**config.mk**
```make
export PLATFORM = sky130hd
export DESIGN_NAME = safo_ctrl
export DESIGN_NICKNAME = d
export VERILOG_FILES = /design/src/rtl/core/safo_pkg.sv /design/src/rtl/core/safo_ctrl.sv
export SDC_FILE = /design/constraint.sdc
export NUM_CORES = 1
export LEC_CHECK = 0
export BUFFER_PORTS_ARGS = -buffer_cell sky130_fd_sc_hd__buf_2
export CORE_MARGIN = 2
export CORE_UTILIZATION = 53
export CTS_BUF_LIST = sky130_fd_sc_hd__clkbuf_8
export CTS_CLUSTER_DIAMETER = 60
export CTS_CLUSTER_SIZE = 12
export DETAILED_ROUTE_END_ITERATION = 8
export PLACE_DENSITY = 0.81
export SKIP_LAST_GASP = 1
export SLEW_MARGIN = 20
export SYNTH_ARGS = -nofsm -noshare
export SYNTH_HDL_FRONTEND = slang
export SYNTH_SLANG_ARGS = --single-unit
```
**constraint.sdc**
```tcl
create_clock -name i_clk -period 1.9 [get_ports i_clk]
set_clock_uncertainty 0.05 [all_clocks]
set_input_delay 0.475 -clock i_clk [delete_from_list [all_inputs] [get_ports i_clk]]
set_output_delay 0.475 -clock i_clk [all_outputs]
set_load 0.02 [all_outputs]
```
**src/rtl/core/safo_pkg.sv**
```systemverilog
// shared types and constants for the suffix automaton first-occurrence block
`default_nettype none
package safo_pkg;

    localparam int MAX_TEXT = 4096;
    localparam int ALPHABET = 26;
    localparam int NODE_CAP = 2 * MAX_TEXT;
    localparam int NW       = $clog2(NODE_CAP);       // node index width
    localparam int CW       = NW + 1;                 // node count width
    localparam int SW       = 5;                      // symbol / slot index width
    localparam int TAW      = NW + SW;                // transition address width
    localparam int LW       = 13;                     // length width
    localparam int EW       = 12;                     // end position width
    localparam int PW       = 13;                     // pattern length / position width

    localparam logic [SW-1:0] IDX_LAST  = SW'(ALPHABET - 1);
    localparam logic [SW-1:0] IDX_COPY  = SW'(ALPHABET);
    localparam logic [SW-1:0] SYM_LIMIT = SW'(ALPHABET);
    localparam logic [LW-1:0] TEXT_CAP  = LW'(MAX_TEXT);
    localparam logic [CW-1:0] CNT_CAP   = CW'(NODE_CAP);
    localparam logic [PW-1:0] PLEN_MAX  = PW'(8191);

    typedef enum logic [1:0] {
        ACT_CLEAR   = 2'd0,
        ACT_APPEND  = 2'd1,
        ACT_PATTERN = 2'd2,
        ACT_NONE    = 2'd3
    } t_action;

    typedef enum logic [4:0] {
        S_CLR, S_IDLE, S_DEC, S_A_LEN, S_A_ZERO, S_W1_RD, S_W1_CHK, S_W1_LINK,
        S_Q_CHK, S_C_COPY, S_W2_RD, S_W2_CHK, S_W2_LINK, S_FIX_Q, S_FIX_CUR,
        S_P_CHK, S_P_END
    } t_state;

    typedef enum logic [4:0] {
        OP_NOP, OP_CLR, OP_ACCEPT, OP_SET_OVF, OP_A_INIT, OP_A_LEN, OP_A_ZERO,
        OP_W_RD, OP_W1_SET, OP_Q_RD, OP_P_LINK, OP_LINK_CUR_Q, OP_C_INIT,
        OP_C_COPY, OP_W2_SET, OP_FIX_Q, OP_FIX_CUR, OP_P_START, OP_P_NEXT,
        OP_P_OUT
    } t_op;

    typedef struct packed {
        t_action act;
        logic    full;
        logic    sym_bad;
        logic    is_last;
        logic    idx_last;
        logic    copy_done;
        logic    tr_zero;
        logic    tr_is_q;
        logic    p_root;
        logic    len_match;
        logic    out_busy;
    } t_status;

endpackage
`default_nettype wire

```
**src/rtl/core/safo_ctrl.sv**
```systemverilog
// controller: sequences clear, append, clone and pattern walk steps
`default_nettype none
module safo_ctrl import safo_pkg::*; (
    input  wire logic    i_clk,
    input  wire logic    i_rst_n,
    input  wire logic    i_s_tvalid,
    output logic         o_s_tready,
    input  wire t_status i_status,
    output t_op          o_op
);
    t_state r_state, n_state;

    // state register, reset starts with the root clearing sweep
    always_ff @(posedge i_clk) begin
        if (!i_rst_n) begin
            r_state <= S_CLR;
        end else begin
            r_state <= n_state;
        end
    end

    // next state and command
    always_comb begin
        n_state    = r_state;
        o_op       = OP_NOP;
        o_s_tready = 1'b0;
        unique case (r_state)
            S_CLR: begin
                o_op = OP_CLR;
                if (i_status.idx_last) n_state = S_IDLE;
            end
            S_IDLE: begin
                o_s_tready = 1'b1;
                if (i_s_tvalid) begin
                    o_op    = OP_ACCEPT;
                    n_state = S_DEC;
                end
            end
            S_DEC: begin
                unique case (i_status.act)
                    ACT_CLEAR: n_state = S_CLR;
                    ACT_APPEND: begin
                        if (i_status.full) begin
                            o_op    = OP_SET_OVF;
                            n_state = S_IDLE;
                        end else if (i_status.sym_bad) begin
                            n_state = S_IDLE;
                        end else begin
                            o_op    = OP_A_INIT;
                            n_state = S_A_LEN;
                        end
                    end
                    ACT_PATTERN: begin
                        o_op    = OP_P_START;
                        n_state = S_P_CHK;
                    end
                    default: n_state = S_IDLE;
                endcase
            end
            S_A_LEN: begin
                o_op    = OP_A_LEN;
                n_state = S_A_ZERO;
            end
            S_A_ZERO: begin
                o_op = OP_A_ZERO;
                if (i_status.idx_last) n_state = S_W1_RD;
            end
            S_W1_RD: begin
                o_op    = OP_W_RD;
                n_state = S_W1_CHK;
            end
            S_W1_CHK: begin
                if (i_status.tr_zero) begin
                    o_op    = OP_W1_SET;
                    n_state = i_status.p_root ? S_IDLE : S_W1_LINK;
                end else begin
                    o_op    = OP_Q_RD;
                    n_state = S_Q_CHK;
                end
            end
            S_W1_LINK: begin
                o_op    = OP_P_LINK;
                n_state = S_W1_RD;
            end
            S_Q_CHK: begin
                if (i_status.len_match) begin
                    o_op    = OP_LINK_CUR_Q;
                    n_state = S_IDLE;
                end else begin
                    o_op    = OP_C_INIT;
                    n_state = S_C_COPY;
                end
            end
            S_C_COPY: begin
                o_op = OP_C_COPY;
                if (i_status.copy_done) n_state = S_W2_RD;
            end
            S_W2_RD: begin
                o_op    = OP_W_RD;
                n_state = S_W2_CHK;
            end
            S_W2_CHK: begin
                if (i_status.tr_is_q) begin
                    o_op    = OP_W2_SET;
                    n_state = i_status.p_root ? S_FIX_Q : S_W2_LINK;
                end else begin
                    n_state = S_FIX_Q;
                end
            end
            S_W2_LINK: begin
                o_op    = OP_P_LINK;
                n_state = S_W2_RD;
            end
            S_FIX_Q: begin
                o_op    = OP_FIX_Q;
                n_state = S_FIX_CUR;
            end
            S_FIX_CUR: begin
                o_op    = OP_FIX_CUR;
                n_state = S_IDLE;
            end
            S_P_CHK: begin
                o_op    = OP_P_NEXT;
                n_state = i_status.is_last ? S_P_END : S_IDLE;
            end
            S_P_END: begin
                if (!i_status.out_busy) begin
                    o_op    = OP_P_OUT;
                    n_state = S_IDLE;
                end
            end
            default: n_state = S_IDLE;
        endcase
    end

    // items are taken only in idle
    a_ready_idle: assert property (@(posedge i_clk) disable iff (!i_rst_n)
        o_s_tready |-> r_state == S_IDLE) else $error("ready outside idle");
    // an accepted item is always decoded next
    a_accept_dec: assert property (@(posedge i_clk) disable iff (!i_rst_n)
        o_s_tready && i_s_tvalid |=> r_state == S_DEC) else $error("accept not decoded");
    // a result is loaded only when the output register is free
    a_out_free: assert property (@(posedge i_clk) disable iff (!i_rst_n)
        o_op == OP_P_OUT |-> !i_status.out_busy) else $error("result overwritten");
endmodule
`default_nettype wire

```
==> flow_summary.toml, run 1 <==
[setup_path]
reg2reg_slack_ps = 280
critPathMaxStageDelay_ps = 450
cp_num_buf_inv = 1
cp-end-kind = "output pin"
worstSetupStartpointType = "flip-flop"
reg2reg_to = "r_state[2]$_SDFFE_PN0P_"
critPathArrivalTime_ps = 1600
required_ps = 1370
crit_chain = "nor2b_1, o21ai_1, a21oi_1, a311o_1, buf_2"
crit_end = "o_op[2]"
cp_max_fo = 12
critPathLaunch = "r_state[3]$_SDFFE_PN0P_"
rr_worst_depth = 5
worstSetupPathType = "reg2out"
crit_path_top_delay_cell = "dfxtp_4"
crit_family = "compound AO/OA/AOI/OAI gates"
path_depth = 5
r2r_start = "r_state[3]$_SDFFE_PN0P_"

[timing]
max_freq_mhz = 470.1
hold_ws_ps = 485.5
worst_slack_ps = -227.0
finalCritPeriodShare_pct = 111.9
hold_viol = 0
finalSetupViolations = 5
rsz0062_at_grt = "true"
slew_headroom_pct = 78.29
slew_violations = 0
fin_crit_ps = 2127
setup_tns_ps = -682.7
worst-slew-pin-transition_ps = 325.0

[placement]
dpl.cell_count = 155
place_ws_ps = -168.1
portBuffers = 20
gp_congestion = 0.9175
hpwl_um = 1869

[routing]
wl_um = 3563
wire_per_inst_um = 21.46
antenna_left = 0
viasPerCell = 6.940
initialDrtViolationCount = 65
drtPass1Iterations = 5
vias = 1152
drc = 0

[global_routing]
grt_busiest_layer = "met2"
grt_pass1_vias = 1120
grt_max_degree = 14
antenna_found_initial = 0
grt_pass1_wl_um = 5181
grt_use_met1_pct = 45.08
grt_util_met2_pct = 66.88
grt_overflow = 0
grtUsageTotal_pct = 38.48
grt_use_met3_pct = 7.328

[floorplan]
num_rows = 13
fp.dieH_um = 42.07
ios = 21
die_area_um2 = 1770
core-area_um2 = 1334
die_w_um = 42.07
start_util_pct = 57.60

[yosys]
yosys.area.top_type = "dfxtp_1"
yosys_warnings = 0
synth-compound-area-share_pct = 33.39
synth-seq-area-share_pct = 13.03
synth_xor_area_share_pct = 0
synth_top_family_by_area = "simple AND/OR/NAND/NOR gates"
synthAdderAreaFrac_pct = 4.886
synth-simple-area-share_pct = 36.32
ys_types = 39
synth_top_area_share_pct = 13.03
synth_fp_nets = 126
avgSynthCellArea_um2 = 7.113
synthMuxAreaShare_pct = 1.303
ys_top_cells_by_area = "dfxtp_1, nor2b_1, a21oi_1"
synth_cells = 108
ys_ff_latch = 5
synth_area_um2 = 768.2

[cts]
numCtsBuffers = 3
htreeDepth = 1
clk_pin_slew_ps = 30
cts_tree = "built"
clock_sinks = 5
clock_path_buffers = 2
cts_root_buffer = "clkbuf_8"
clk_latency_ps = 220

[final_layout]
reg_top3 = "r_state: 5 flops"
antenna_cells = 0
largest_reg_flops = 5
fin_cells = 166
top_register = "r_state"
nets = 170
drive_above_1_share_pct = 50.33
area_delta_synth_final_pct = 59.94

[power_and_ir_drop]
powerDensity_nw_per_um2 = 456.3
vdd_ir_drop_max_uv = 657.2
p_leak_nw = 0.5371
finalPower_mw = 0.5606

[run_status]
outcome = "finished, violations left"
violations = "negative setup slack"

[hold_path]
hold_start = "i_rst_n"
hold_class = "in2reg"
holdPathStages = 2

[job]
max_cap_violations = 0
worst min path at each step:
stage | endpoint | slack [ps]
after floorplan | r_state[0]$_SDFFE_PN0P_ | 540
after global placement | r_state[0]$_SDFFE_PN0P_ | 600
after detailed placement | r_state[0]$_SDFFE_PN0P_ | 600
after CTS | r_state[3]$_SDFFE_PN0P_ | 480
after global routing | r_state[4]$_SDFFE_PN0P_ | 500
final | r_state[3]$_SDFFE_PN0P_ | 490
cell families after synthesis:
kind of cell,count (synthesis)
and+or+nand+nor,49
AOI/OAI and AO/OA,37
buffers and inverters,13
DFF,5
adders and majority gates,3
muxes,1
cell type report:
cell class	count	area, um2
repair buffers	49	352.8
clock inverters	1	3.754
flip-flops and latches	5	113.9
well taps	15	18.77
clock buffers	3	41.29
fillers	54	105.1
inverters	3	16.27
multi-input cells	90	681.9
cells in the mapped netlist:
master / number
mux2i_1: 1
a2111o_1: 1
nor3_2: 1
nor4b_1: 1
buf_6: 2
o211ai_1: 2
a22oi_1: 1
nor3b_1: 6
clkbuf_1: 2
a21boi_1: 2
buf_4: 2
o2bb2ai_2: 1
inv_1: 3
nand4b_1: 1
o21ai_0: 6
a21boi_0: 1
nor2_1: 9
nand2_1: 10
o2111ai_1: 1
o221a_2: 1
nor2b_1: 9
a311o_1: 1
buf_2: 2
nor4_2: 1
nand2b_1: 3
o21a_1: 3
nor4_1: 1
nor3_1: 1
a21oi_1: 10
buf_1: 1
nand3_1: 1
ha_1: 3
a31oi_1: 4
dfxtp_1: 5
and3_1: 3
o311a_1: 1
nand4_1: 2
buf_8: 1
a32oi_1: 2
per-layer routing:
layer,vias up,routed length (um)
li1,486,-
met4,0,280
met5,-,0
met1,498,1290
met3,36,373
met2,132,1619
layout by cell type (no fill, tap or decap), types with 3 or more instances in the layout:
cell type,synthesis,routed
buf_4,2,28
o21a_1,3,3
dfxtp_4,0,3
nand2_1,10,9
o21ai_1,0,5
a21oi_1,10,9
buf_6,2,6
nand2b_1,3,3
nor3b_1,6,4
buf_2,2,15
clkbuf_8,0,3
a31oi_1,4,3
nor2_1,9,9
nor2b_1,9,6
worst register-to-register path, cell delays in order, from the launching register on:
cell,delay (ps)
dfxtp_4,400
buf_4,170
nand2b_1,190
o2bb2ai_2,150
a2111o_1,440
a21boi_1,150
repair_timing:
| action | CTS | global route |
|---|---|---|
| buffers inserted | 6 | 1 |
| gates cloned | 0 | 0 |
| setup endpoints to repair | 6 | 6 |
| pin swaps | 6 | 6 |
| hold buffers | 0 | 0 |
| resized for setup | 27 | 14 |
power by group:
part | switching [mW] | leakage [nW] | internal, mW
registers | 0.00904 | 0.0438 | 0.108
logic | 0.128 | 0.466 | 0.119
clock network | 0.0568 | 0.0269 | 0.139
total | 0.194 | 0.537 | 0.366
stage by stage:
step	util [%]	area, um2
2_1_floorplan	-	788.3
3_3_place_gp	74.86	998.5
3_5_place_dp	74.86	998.5
4_1_cts	87.62	1169
5_1_grt	92.12	1229
6_report	92.12	1229
Note: power is estimated with default switching activity, not from simulation.
==> run 2: changes to the inputs <==
CORE_UTILIZATION = 51   (was 53)
CTS_BUF_LIST = sky130_fd_sc_hd__clkbuf_16   (was sky130_fd_sc_hd__clkbuf_8)
PLACE_DENSITY = 0.78   (was 0.81)
==> run 2 against run 1 <==
Against the previous run:
- non-clock buffer count unchanged
- via count decreased by 7.5%
- the run still ends with negative setup slack left
- worst hold slack got worse by 33 ps
- power increased by 25%
- first-iteration DRC count increased by 14%
- utilization decreased by 5.2 points
- fmax increased by 3.4%
- global-route usage decreased by 6.5 points
- highest routed layer unchanged
- sequential cell count unchanged
- cell count increased by 0.60%
==> flow_summary.toml, run 2 (same netlist as run 1, synthesis figures left out) <==
[cts]
htreeDepth = 1
clk_pin_slew_ps = 30
clk_latency_ps = 230
clock_sinks = 5
numCtsBuffers = 3
cts_tree = "built"
clock_path_buffers = 2
cts_root_buffer = "clkbuf_16"

[setup_path]
cp_num_buf_inv = 3
critPathArrivalTime_ps = 1530
cp-end-kind = "output pin"
reg2reg_to = "r_state[2]$_SDFFE_PN0P_"
crit_family = "buffers and inverters"
worstSetupStartpointType = "input port"
crit_path_top_delay_cell = "a32oi_4"
crit_chain = "buf_8, inv_6, ha_4, and3_4, a32oi_4, nand4b_1, buf_4"
required_ps = 1370
reg2reg_slack_ps = 260
cp_max_fo = 3
worstSetupPathType = "in2out"
r2r_start = "r_state[0]$_SDFFE_PN0P_"
rr_worst_depth = 6
critPathMaxStageDelay_ps = 250

[final_layout]
largest_reg_flops = 5
multi_input_area_um2 = 674.4
drive_above_1_share_pct = 48.34
final_common_cell = "buf_4"
register_area_um2 = 112.6
nFillCells = 79
post-route-util_pct = 86.92
most-common-layout-cells = "buf_4, buf_2, a21oi_1, nand2_1, nor2_1"
area_delta_synth_final_pct = 64.49
reg_top3 = "r_state: 5 flops"
antenna_cells = 0
top_register = "r_state"
nets = 170

[routing]
drc = 0
drtPass1Iterations = 4
initialDrtViolationCount = 74
antenna_left = 0
wl_um = 2834
viasPerCell = 6.383
vias = 1066
wire_per_inst_um = 16.97

[floorplan]
core-area_um2 = 1454
die_area_um2 = 1833
fp.dieH_um = 42.81
ios = 21
die_w_um = 42.81
num_rows = 14
start_util_pct = 52.84

[timing]
finalSetupViolations = 4
hold_ws_ps = 452.9
setup_tns_ps = -579.9
fin_crit_ps = 2058
finalCritPeriodShare_pct = 108.3
max_freq_mhz = 485.9
worst_slack_ps = -157.9
rsz0062_at_grt = "true"
worst-slew-pin-transition_ps = 342.0
slew_headroom_pct = 77.11
hold_viol = 0
slew_violations = 0

[power_and_ir_drop]
p_leak_nw = 0.5472
vdd_ir_drop_max_uv = 876.3
powerDensity_nw_per_um2 = 554.7
finalPower_mw = 0.7010

[run_status]
violations = "negative setup slack"
outcome = "finished, violations left"

[global_routing]
grtUsageTotal_pct = 31.99
grt_pass1_wl_um = 4512
grt_pass1_vias = 983
grt_overflow = 0
antenna_found_initial = 0
grt_max_degree = 16

[job]
max_cap_violations = 0

[placement]
place_ws_ps = -168.5
gp_congestion = 0.9510
portBuffers = 20
hpwl_um = 1852

[hold_path]
hold_class = "in2reg"
holdPathStages = 3
hold_start = "i_status[7]"
min_to = "r_state[4]$_SDFFE_PN0P_"
-- run 2: per-layer routing --
layer	wire [um]	global-route usage, %
met1	1008	40.62
met2	1465	55.15
met3	303	6.809
met4	56	6.250
met5	0	0
-- run 2: per-stage QoR --
| stage | instance area (um2) | cells |
|---|---|---|
| final | 1264 | 167 |
| after global routing | 1264 | 167 |
| after CTS | 1192 | 166 |
| after detailed placement | 1022 | 159 |
| after global placement | 1022 | 159 |
| after floorplan | 788.3 | 108 |
-- run 2: what timing repair did --
action / in CTS / in global routing
buffers inserted: 3 / 1
gates resized for setup: 18 / 18
pin swaps: 5 / 7
hold buffers: 0 / 0
setup endpoints to repair: 5 / 5
-- run 2: worst reg2reg max path, stage by stage (launching register included) --
cell	delay (ps)
dfxtp_4	390
buf_6	140
buf_4	140
nand2b_1	110
o2bb2ai_2	150
a2111o_1	420
a21boi_1	160
-- run 2: cell type report --
type	instances	share of cell area, %
Multi-Input combinational cell	90	53.37
Clock inverter	1	0.2970
Clock buffer	3	5.941
Timing Repair Buffer	49	28.42
Inverter	3	1.485
Sequential cell	5	8.911
Tap cell	16	1.584
-- run 2: worst max path at each step --
stage	cells after the start	to	slack, ps	start
after floorplan	5	o_op[0]	50	i_status[10]
after global placement	7	o_op[1]	-120	i_status[11]
after detailed placement	7	o_op[0]	-170	i_status[10]
after CTS	7	o_op[0]	-110	i_status[10]
after global routing	6	o_op[2]	-200	r_state[1]$_SDFFE_PN0P_
final	7	o_op[0]	-160	i_status[11]
-- run 2: power by group --
| part | leakage (nW) | switching, mW | internal [mW] |
|---|---|---|---|
| Sequential | 0.0433 | 0.00951 | 0.108 |
| Clock | 0.0423 | 0.0682 | 0.273 |
| Combinational | 0.462 | 0.117 | 0.125 |
| Total | 0.547 | 0.195 | 0.506 |
==> run 3: changes to the inputs <==
GPL_TIMING_DRIVEN = 0   (was default)
==> run 3 against run 2 <==
Against the previous run:
- the run still ends with negative setup slack left
- register-to-register slack about the same
- via count up 3.0%
- die area is the same
- sequential power about the same
- worst hold slack better by 18 ps
- combinational power up 2%
- final area shrank 0.99%
- sequential share of layout area shrank 0.31 points
- critical path depth unchanged
- clock power about the same
- cell count down 4.2%
- highest routed layer unchanged
==> flow_summary.toml, run 3 (same netlist as run 1, synthesis figures left out) <==
[timing]
finalCritPeriodShare_pct = 111.3
slew_violations = 0
fin_crit_ps = 2115
slew_headroom_pct = 80.10
finalSetupViolations = 5
worst-slew-pin-transition_ps = 294.4
worst_slack_ps = -215.1
max_freq_mhz = 472.8
setup_tns_ps = -880.9
rsz0062_at_grt = "true"
hold_viol = 0

[floorplan]
num_rows = 14
start_util_pct = 52.84
fp.dieH_um = 42.81
ios = 21
die_area_um2 = 1833
core-area_um2 = 1454
die_w_um = 42.81

[power_and_ir_drop]
vdd_ir_drop_max_uv = 672.0
p_leak_nw = 0.5213
powerDensity_nw_per_um2 = 562.0
finalPower_mw = 0.7031

[cts]
htreeDepth = 1
clk_pin_slew_ps = 30
cts_root_buffer = "clkbuf_16"
clock_path_buffers = 2
clock_sinks = 5
clk_latency_ps = 230
numCtsBuffers = 3
cts_tree = "built"

[final_layout]
final_common_cell = "buf_4"
largest_reg_flops = 5
most-common-layout-cells = "buf_4, buf_2, a21oi_1, nand2_1"
drive_above_1_share_pct = 48.61
post-route-util_pct = 86.06
top_register = "r_state"
reg_top3 = "r_state: 5 flops"
antenna_cells = 0
fin_cells = 160
area_delta_synth_final_pct = 62.87
nets = 163

[setup_path]
worstSetupPathType = "reg2out"
crit_family = "buffers and inverters"
r2r_start = "r_state[3]$_SDFFE_PN0P_"
cp_max_fo = 10
critPathMaxStageDelay_ps = 350
required_ps = 1370
critPathArrivalTime_ps = 1590
crit_path_top_delay_cell = "dfxtp_4"
worstSetupStartpointType = "flip-flop"
rr_worst_depth = 5
cp-end-kind = "output pin"
reg2reg_slack_ps = 260
crit_chain = "buf_8, buf_6, nand2_2, nor3_4, a31oi_2, o21ai_1, buf_4"
reg2reg_to = "r_state[2]$_SDFFE_PN0P_"
cp_num_buf_inv = 3

[job]
max_cap_violations = 0

[hold_path]
hold_class = "in2reg"
min_to = "r_state[3]$_SDFFE_PN0P_"
holdPathStages = 2
hold_start = "i_rst_n"

[run_status]
outcome = "finished, violations left"
violations = "negative setup slack"

[global_routing]
grt_overflow = 0
grt_pass1_wl_um = 4457
grt_max_degree = 11
antenna_found_initial = 0
grt_pass1_vias = 936
grtUsageTotal_pct = 32.69

[placement]
gp_congestion = 0.8913
dpl.cell_count = 144
portBuffers = 20
place_ws_ps = -196.6
hpwl_um = 1732

[routing]
antenna_left = 0
wl_um = 3225
drtPass1Iterations = 4
initialDrtViolationCount = 74
wire_per_inst_um = 20.16
vias = 1098
drc = 0
viasPerCell = 6.863
==> run 3: cell types whose count changed in the layout (fill, tap and decap cells not counted), sizes merged <==
cell,change
clkbuf,+2
buf,-9
==> run 3: final cells by class <==
cell class / count / area, um2
buffer: 10 / 100.1
clock buffer: 3 / 75.07
clock inverter: 1 / 3.754
fill: 81 / 202.7
inverter: 3 / 13.76
multi-input combinational: 90 / 695.7
sequential: 5 / 107.6
tap: 16 / 20.02
timing repair buffer: 32 / 235.2
==> run 3: what timing repair did <==
action                                  in CTS  in global routing
setup buffers                               10                  2
pin swaps                                    7                  8
endpoints found under the setup margin       6                  5
hold buffers                                 0                  0
gates resized for setup                     41                  8
==> run 3: worst max path at each step <==
| stage | slack (ps) | startpoint | depth (start not counted) | to |
|---|---|---|---|---|
| 3_3_place_gp | -160 | i_status[11] | 7 | o_op[1] |
| 3_5_place_dp | -200 | i_status[11] | 7 | o_op[0] |
| 4_1_cts | -150 | r_state[3]$_SDFFE_PN0P_ | 6 | o_op[2] |
| 6_report | -220 | r_state[3]$_SDFFE_PN0P_ | 7 | o_op[4] |
| 2_1_floorplan | 50 | i_status[10] | 5 | o_op[0] |
| 5_1_grt | -270 | r_state[3]$_SDFFE_PN0P_ | 7 | o_op[1] |
==> run 3: worst register-to-register path: cells and delay by family, from the launching register on <==
kind | cells | cell delay [ps]
buffers and inverters | 1 | 150
flip-flops | 1 | 350
AND/OR/NAND/NOR | 1 | 190
AO/OA/AOI/OAI | 3 | 800
==> run 3: per-stage QoR <==
stage / hold slack [ps] / instance area, um2
2_1_floorplan: 536.1 / 788.3
3_3_place_gp: 619.5 / 908.4
3_5_place_dp: 627.0 / 908.4
4_1_cts: 452.6 / 1206
5_1_grt: 472.4 / 1251
6_report: 470.6 / 1251
==> run 3: layer usage <==
layer  up-vias  global-route usage, %  part of all wire, %
met5         -                      0                    0
met4         0                  6.875                  4.3
met3        20                  7.660                   12
met2       100                  56.06                   47
met1       506                  41.13                   37
li1        472                      -                    -
==> run 3: power by group <==
group	switching [mW]	internal [mW]	total [mW]	leakage, nW
clock	0.0673	0.272	0.340	0.0423
sequential	0.00556	0.110	0.115	0.0427
combinational	0.128	0.120	0.248	0.436
